===== src/design/mtxwq_pkg.sv =====
package mtxwq_pkg;

   // field widths
   localparam int CMD_W  = 2;
   localparam int NUM_W  = 32;
   localparam int PID_W  = 31;
   localparam int STAT_W = 3;

   // defaults for the top-level parameters
   localparam int DEF_MUTEX_SLOTS = 16;
   localparam int DEF_WAIT_DEPTH  = 8;

   // most wake results reported for one remove-process command
   localparam int RESULT_CAP = 16;

   // request commands
   localparam logic [CMD_W-1:0] CMD_LOCK   = 2'd0;
   localparam logic [CMD_W-1:0] CMD_UNLOCK = 2'd1;
   localparam logic [CMD_W-1:0] CMD_RMPROC = 2'd2;
   localparam logic [CMD_W-1:0] CMD_RMSIG  = 2'd3;

   // result status codes
   localparam logic [STAT_W-1:0] ST_OK       = 3'd0;
   localparam logic [STAT_W-1:0] ST_HELD     = 3'd1;
   localparam logic [STAT_W-1:0] ST_QUEUED   = 3'd2;
   localparam logic [STAT_W-1:0] ST_EPERM    = 3'd3;
   localparam logic [STAT_W-1:0] ST_FULL     = 3'd4;
   localparam logic [STAT_W-1:0] ST_NOTFOUND = 3'd5;

   // datapath micro-operations
   localparam int OP_W = 5;
   localparam logic [OP_W-1:0] OP_NONE     = 5'd0;
   localparam logic [OP_W-1:0] OP_LOAD     = 5'd1;
   localparam logic [OP_W-1:0] OP_RD_NUM   = 5'd2;
   localparam logic [OP_W-1:0] OP_CMP_NUM  = 5'd3;
   localparam logic [OP_W-1:0] OP_SEL_HIT  = 5'd4;
   localparam logic [OP_W-1:0] OP_BIND     = 5'd5;
   localparam logic [OP_W-1:0] OP_TAKE     = 5'd6;
   localparam logic [OP_W-1:0] OP_ENQ      = 5'd7;
   localparam logic [OP_W-1:0] OP_RELEASE  = 5'd8;
   localparam logic [OP_W-1:0] OP_RD_HEAD  = 5'd9;
   localparam logic [OP_W-1:0] OP_SET_HEAD = 5'd10;
   localparam logic [OP_W-1:0] OP_RD_NEXT  = 5'd11;
   localparam logic [OP_W-1:0] OP_SHIFT    = 5'd12;
   localparam logic [OP_W-1:0] OP_DEC      = 5'd13;
   localparam logic [OP_W-1:0] OP_RD_Q     = 5'd14;
   localparam logic [OP_W-1:0] OP_K_INC    = 5'd15;
   localparam logic [OP_W-1:0] OP_MARK     = 5'd16;
   localparam logic [OP_W-1:0] OP_RD_HOLD  = 5'd17;
   localparam logic [OP_W-1:0] OP_NEXT     = 5'd18;

   // result word selection
   localparam logic [1:0] EM_PLAIN = 2'd0;
   localparam logic [1:0] EM_WAKE  = 2'd1;
   localparam logic [1:0] EM_FINAL = 2'd2;

   typedef struct packed {
      logic [OP_W-1:0]   op;
      logic              grant;
      logic              emit;
      logic [1:0]        emit_sel;
      logic [STAT_W-1:0] status;
   } dp_cmd_type;

   typedef struct packed {
      logic [CMD_W-1:0] cmd;
      logic             hit;
      logic             free_v;
      logic             held_s;
      logic             hold_eq;
      logic             wq_eq;
      logic             cnt_full;
      logic             cnt_zero;
      logic             k_lt;
      logic             j_more;
      logic             s_last;
   } dp_stat_type;

endpackage


===== src/design/mtxwq_ctrl.sv =====
module mtxwq_ctrl (
   input  logic                        clock,
   input  logic                        reset,
   input  logic                        start,
   input  logic [mtxwq_pkg::CMD_W-1:0] req_cmd,
   input  mtxwq_pkg::dp_stat_type      stat,
   output mtxwq_pkg::dp_cmd_type       ctl,
   output logic                        busy
);
   import mtxwq_pkg::*;

   localparam logic [3:0] S_IDLE = 4'd0;
   localparam logic [3:0] S_FRD  = 4'd1;
   localparam logic [3:0] S_FCMP = 4'd2;
   localparam logic [3:0] S_FEND = 4'd3;
   localparam logic [3:0] S_FDEC = 4'd4;
   localparam logic [3:0] S_PRD  = 4'd5;
   localparam logic [3:0] S_PHD  = 4'd6;
   localparam logic [3:0] S_DTST = 4'd7;
   localparam logic [3:0] S_DWR  = 4'd8;
   localparam logic [3:0] S_QTST = 4'd9;
   localparam logic [3:0] S_QCMP = 4'd10;
   localparam logic [3:0] S_HRD  = 4'd11;
   localparam logic [3:0] S_HCMP = 4'd12;
   localparam logic [3:0] S_NX   = 4'd13;

   logic [3:0] state_ff, state_in;
   logic       ret_pop_ff, ret_pop_in;

   // next state and datapath command
   always_comb begin
      state_in     = state_ff;
      ret_pop_in   = ret_pop_ff;
      ctl.op       = OP_NONE;
      ctl.grant    = 1'b0;
      ctl.emit     = 1'b0;
      ctl.emit_sel = EM_PLAIN;
      ctl.status   = ST_OK;
      unique case (state_ff)
         S_IDLE: begin
            if (start) begin
               ctl.op = OP_LOAD;
               if (req_cmd == CMD_LOCK || req_cmd == CMD_UNLOCK) state_in = S_FRD;
               else state_in = S_QTST;
            end
         end
         S_FRD: begin
            ctl.op   = OP_RD_NUM;
            state_in = S_FCMP;
         end
         S_FCMP: begin
            ctl.op   = OP_CMP_NUM;
            state_in = stat.s_last ? S_FEND : S_FRD;
         end
         S_FEND: begin
            ctl.op   = OP_SEL_HIT;
            state_in = S_FDEC;
         end
         S_FDEC: begin
            ctl.emit = 1'b1;
            state_in = S_IDLE;
            if (stat.cmd == CMD_LOCK) begin
               if (!stat.hit) begin
                  if (!stat.free_v) ctl.status = ST_FULL;
                  else ctl.op = OP_BIND;
               end else if (!stat.held_s) begin
                  ctl.op = OP_TAKE;
               end else if (stat.hold_eq) begin
                  ctl.status = ST_HELD;
               end else if (stat.cnt_full) begin
                  ctl.status = ST_FULL;
               end else begin
                  ctl.op     = OP_ENQ;
                  ctl.status = ST_QUEUED;
               end
            end else begin
               if (!stat.hit || !stat.held_s || !stat.hold_eq) begin
                  ctl.status = ST_EPERM;
               end else if (stat.cnt_zero) begin
                  ctl.op = OP_RELEASE;
               end else begin
                  ctl.emit   = 1'b0;
                  ret_pop_in = 1'b1;
                  state_in   = S_PRD;
               end
            end
         end
         // pop the head waiter into the holder
         S_PRD: begin
            ctl.op   = OP_RD_HEAD;
            state_in = S_PHD;
         end
         S_PHD: begin
            ctl.op   = OP_SET_HEAD;
            state_in = S_DTST;
         end
         // close the gap at position j
         S_DTST: begin
            if (stat.j_more) begin
               ctl.op   = OP_RD_NEXT;
               state_in = S_DWR;
            end else begin
               ctl.op = OP_DEC;
               if (ret_pop_ff) begin
                  if (stat.cmd == CMD_UNLOCK) begin
                     ctl.emit     = 1'b1;
                     ctl.emit_sel = EM_WAKE;
                     state_in     = S_IDLE;
                  end else begin
                     ctl.grant = 1'b1;
                     state_in  = S_NX;
                  end
               end else if (stat.cmd == CMD_RMSIG) begin
                  ctl.emit = 1'b1;
                  state_in = S_IDLE;
               end else begin
                  state_in = S_QTST;
               end
            end
         end
         S_DWR: begin
            ctl.op   = OP_SHIFT;
            state_in = S_DTST;
         end
         // walk the queue of the current slot
         S_QTST: begin
            if (stat.k_lt) begin
               ctl.op   = OP_RD_Q;
               state_in = S_QCMP;
            end else begin
               state_in = (stat.cmd == CMD_RMPROC) ? S_HRD : S_NX;
            end
         end
         S_QCMP: begin
            if (stat.wq_eq) begin
               ctl.op     = OP_MARK;
               ret_pop_in = 1'b0;
               state_in   = S_DTST;
            end else begin
               ctl.op   = OP_K_INC;
               state_in = S_QTST;
            end
         end
         // release what the removed process holds
         S_HRD: begin
            if (stat.held_s) begin
               ctl.op   = OP_RD_HOLD;
               state_in = S_HCMP;
            end else begin
               state_in = S_NX;
            end
         end
         S_HCMP: begin
            if (!stat.hold_eq) begin
               state_in = S_NX;
            end else if (stat.cnt_zero) begin
               ctl.op   = OP_RELEASE;
               state_in = S_NX;
            end else begin
               ret_pop_in = 1'b1;
               state_in   = S_PRD;
            end
         end
         S_NX: begin
            if (stat.s_last) begin
               ctl.emit = 1'b1;
               state_in = S_IDLE;
               if (stat.cmd == CMD_RMPROC) ctl.emit_sel = EM_FINAL;
               else ctl.status = ST_NOTFOUND;
            end else begin
               ctl.op   = OP_NEXT;
               state_in = S_QTST;
            end
         end
         default: state_in = S_IDLE;
      endcase
   end

   always_ff @(posedge clock) begin
      if (reset) begin
         state_ff   <= S_IDLE;
         ret_pop_ff <= 1'b0;
      end else begin
         state_ff   <= state_in;
         ret_pop_ff <= ret_pop_in;
      end
   end

   assign busy = (state_ff != S_IDLE);

endmodule


===== config.mk =====
export PLATFORM = sky130hd
export DESIGN_NAME = mtxwq_ctrl
export DESIGN_NICKNAME = d
export VERILOG_FILES = /design/src/design/mtxwq_pkg.sv /design/src/design/mtxwq_ctrl.sv
export SDC_FILE = /design/constraint.sdc
export NUM_CORES = 1
export LEC_CHECK = 0
export ABC_AREA = 1
export BUFFER_PORTS_ARGS = -buffer_cell sky130_fd_sc_hd__buf_4
export CORE_ASPECT_RATIO = 1.2
export CORE_MARGIN = 2
export CORE_UTILIZATION = 49
export CTS_CLUSTER_SIZE = 28
export DETAILED_ROUTE_END_ITERATION = 12
export PLACE_DENSITY_LB_ADDON = 0.08
export SLEW_MARGIN = 20
export SYNTH_ARGS = -nofsm -noshare
export SYNTH_HDL_FRONTEND = slang
export SYNTH_SLANG_ARGS = --single-unit
export TNS_END_PERCENT = 20

===== constraint.sdc =====
create_clock -name clock -period 1.32 [get_ports clock]
set_input_delay 0.132 -clock clock [delete_from_list [all_inputs] [get_ports clock]]
set_output_delay 0.132 -clock clock [all_outputs]
set_load 0.02 [all_outputs]

==> out/results.ini <==
[outcome]
status=finished, violations left
violations=setup timing

[floorplan]
die_h_um=49.2
io_pins=30
start_util=0.515
core-area_um2=1620
die_x_um=41.7
die-area_um2=2050
placementRows=16

[yosys]
yosys_register_bits=5
synth_xor_area_frac=0
ys.flop_type=dfxtp_1
synth_adder_area_share=0
synth_area_leaders=nand2_1 (19%), nor2_1 (13%), dfxtp_1 (12%)
synth_compound_area_frac=0.123
synthCells=162
ys_async_sr_fraction=0
syn_avg_cell_area_um2=5.15
synth_top_area_frac=0.193
ys_seq_area_frac=0.120
yosysUniqueCellTypes=25
synth_top_family_by_area=simple AND/OR/NAND/NOR gates
mappedNetlistArea_um2=835
synth-edff-count=0
synth_fp_nets=179
synth_top_area_cell=nand2_1
yosysWarnings=0
yosys-mux-area-fraction=0
synthSimpleGateAreaFrac=0.627

[clock_tree]
clockRootBuffer=clkbuf_4
cts_htree_levels=1
clk_path_buf_depth=2
clock_latency_ns=0.24
clk_pin_slew_worst_paths_ns=0.04
cts.sinks=5
cts_tree=built
cts_hold_buf=0
cts_buffers=3

[setup_path]
slowest_stage=dfxtp_2
crit_required_ns=1.19
cp-startpoint=state_ff[1]
rr_worst_depth=8
end_kind=output port
cp-start-kind=flip-flop
r2r_end=state_ff[1]
cpPeakStageDelay_ns=0.33
critPathBufInv=2
path_cells=inv_2 > nand2_2 > nor2_4 > nand2_1 > nor2_2 > nor2_1 > nand4_1 > buf_4
reg2reg_from=state_ff[3]
crit_arrival_ns=1.46
path_delay_family=simple AND/OR/NAND/NOR gates
r2r_setup_slack_ns=-0.08
critical_path_class=flip-flop to output port
cp_max_fo=4

[hold_path]
holdPathEnd=state_ff[1]
holdCritStartpoint=reset
min_path_type=input port to flip-flop
hold_path_depth=2

[sta]
finalCritPeriodShare=1.21
fmax_ghz=0.628
period_needed_ns=1.59
finalSetupViolations=14
slew_headroom=0.796
skew_ns=0.00301
fin_ws_ns=-0.272
finalHoldViolations=0
worst_pin_slew_ns=0.302
rsz0062_at_grt=yes
drv_slew=0

[route]
drc_errors=0
num_vias=1320
wl_um=3440
drt_pass1_iterations=5
viasPerCell=5.52
wl_per_cell_um=14.4
postRouteAntennaNets=0
drtIter0Drc=78

[cells_and_area]
syn_to_final_growth_pct=73.2
regArea_um2=113
multi_input_area_um2=739
drive_gt1_frac=0.471
insertedDiodeCount=0
finalNonFillerCells=239
fin_util=0.891
nNetsFinal=239
fill_cells=85

[place]
dp_cells=232
hpwlAfterDp_um=2530
port_buffers=28
gp_congestion=0.942

[pwr]
vdd_drop_max_uv=1780
power_leakage_nw=0.801
power_density_nw_per_um2=1790

[grt]
grt_max_degree=7
first_global_vias=1259
antenna_found_initial=0
grt_pass1_wl_um=5320
grt-ovfl-total=0
grt_use_total=0.329

[job]
max_cap_violations=0

[synthesized netlist by cell type, types with 2 or more instances]
cell type,n
a21oi_1,4
dfxtp_1,5
inv_1,21
inv_2,8
nand2_1,43
nand2_2,5
nand3_1,16
nand4_1,5
nor2_1,29
nor2_2,4
nor2_4,2
nor3_1,3
o21ai_0,5
[stage by stage]
step | TNS [ns] | instance area [um^2] | hold slack (ns) | power [mW] | setup WS, ns
after global routing | -3.97 | 1450 | 0.0856 | 2.76 | -0.383
after global placement | -0.302 | 1250 | 0.343 | 1.97 | -0.0564
after CTS | -2.13 | 1380 | 0.0811 | 2.40 | -0.264
after floorplan | -0.0809 | 840 | 0.204 | 1.24 | -0.0759
final | -2.55 | 1450 | 0.0961 | 2.58 | -0.272
after detailed placement | -0.625 | 1250 | 0.340 | 2.00 | -0.116
[kinds of logic after synthesis]
kind of cell / after synthesis
and+or+nand+nor: 112
buffers and inverters: 29
AOI/OAI and AO/OA: 16
DFF: 5
[metal layers]
layer  share of wire  up-vias  global-route usage
li1                -      640                   -
met1            0.36      601               0.357
met2            0.54       65               0.586
met3           0.065       14              0.0741
met4           0.033        0               0.167
met5               0        -                   0
[flip-flops by register name (all words and copies together) (netlist names)]
signal and flops:
ret_pop_ff 1, state_ff 4
[worst reg2reg max path: stages (launching register included)]
cell and delay (ns):
dfxtp_4 0.37, buf_4 0.14, nand2_1 0.09, nor2_2 0.05, buf_4 0.13, nand2_1 0.07
o21ai_0 0.12, nor3_1 0.22, nor2_1 0.08
[report_power, final]
group | switching, mW | leakage, nW | total [mW] | internal [mW]
clock | 0.0592 | 0.0150 | 0.173 | 0.114
sequential | 0.110 | 0.0434 | 0.343 | 0.233
combinational | 1.17 | 0.742 | 2.06 | 0.897
total | 1.34 | 0.801 | 2.58 | 1.24
[layout make-up]
cell class	instances	area share
clock buffers	4	0.0182
inverters	29	0.0753
multi-input cells	128	0.512
flip-flops and latches	5	0.0779
well taps	18	0.0156
repair buffers	55	0.301
[worst max path at each step]
stage / endpoint / slack [ns] / cells past startpoint
after global placement: ctl[10] / -0.06 / 6
after CTS: ctl[7] / -0.26 / 8
after detailed placement: ctl[9] / -0.12 / 8
after floorplan: ctl[5] / -0.08 / 6
after global routing: ctl[8] / -0.38 / 8
final: ctl[8] / -0.27 / 8
[layout by cell type (no fill, tap or decap), drive strengths merged]
cell type and count:
buf 55, nand2 48, nor2 35, inv 29
nand3 16, o21ai 5, nand4 5, a21oi 5
dfxtp 5, clkbuf 4, nor3 4, nand3b 2
o211ai 2, and3 1, o22ai 1, a22oi 1
o31ai 1, or2 1, o21bai 1
[what timing repair did]
item / 4_1_cts / 5_1_grt
setup buffers: 1 / 2
endpoints found under the setup margin: 17 / 18
pin swaps: 7 / 1
resized for setup: 27 / 13
(Power assumes the default switching activity.)
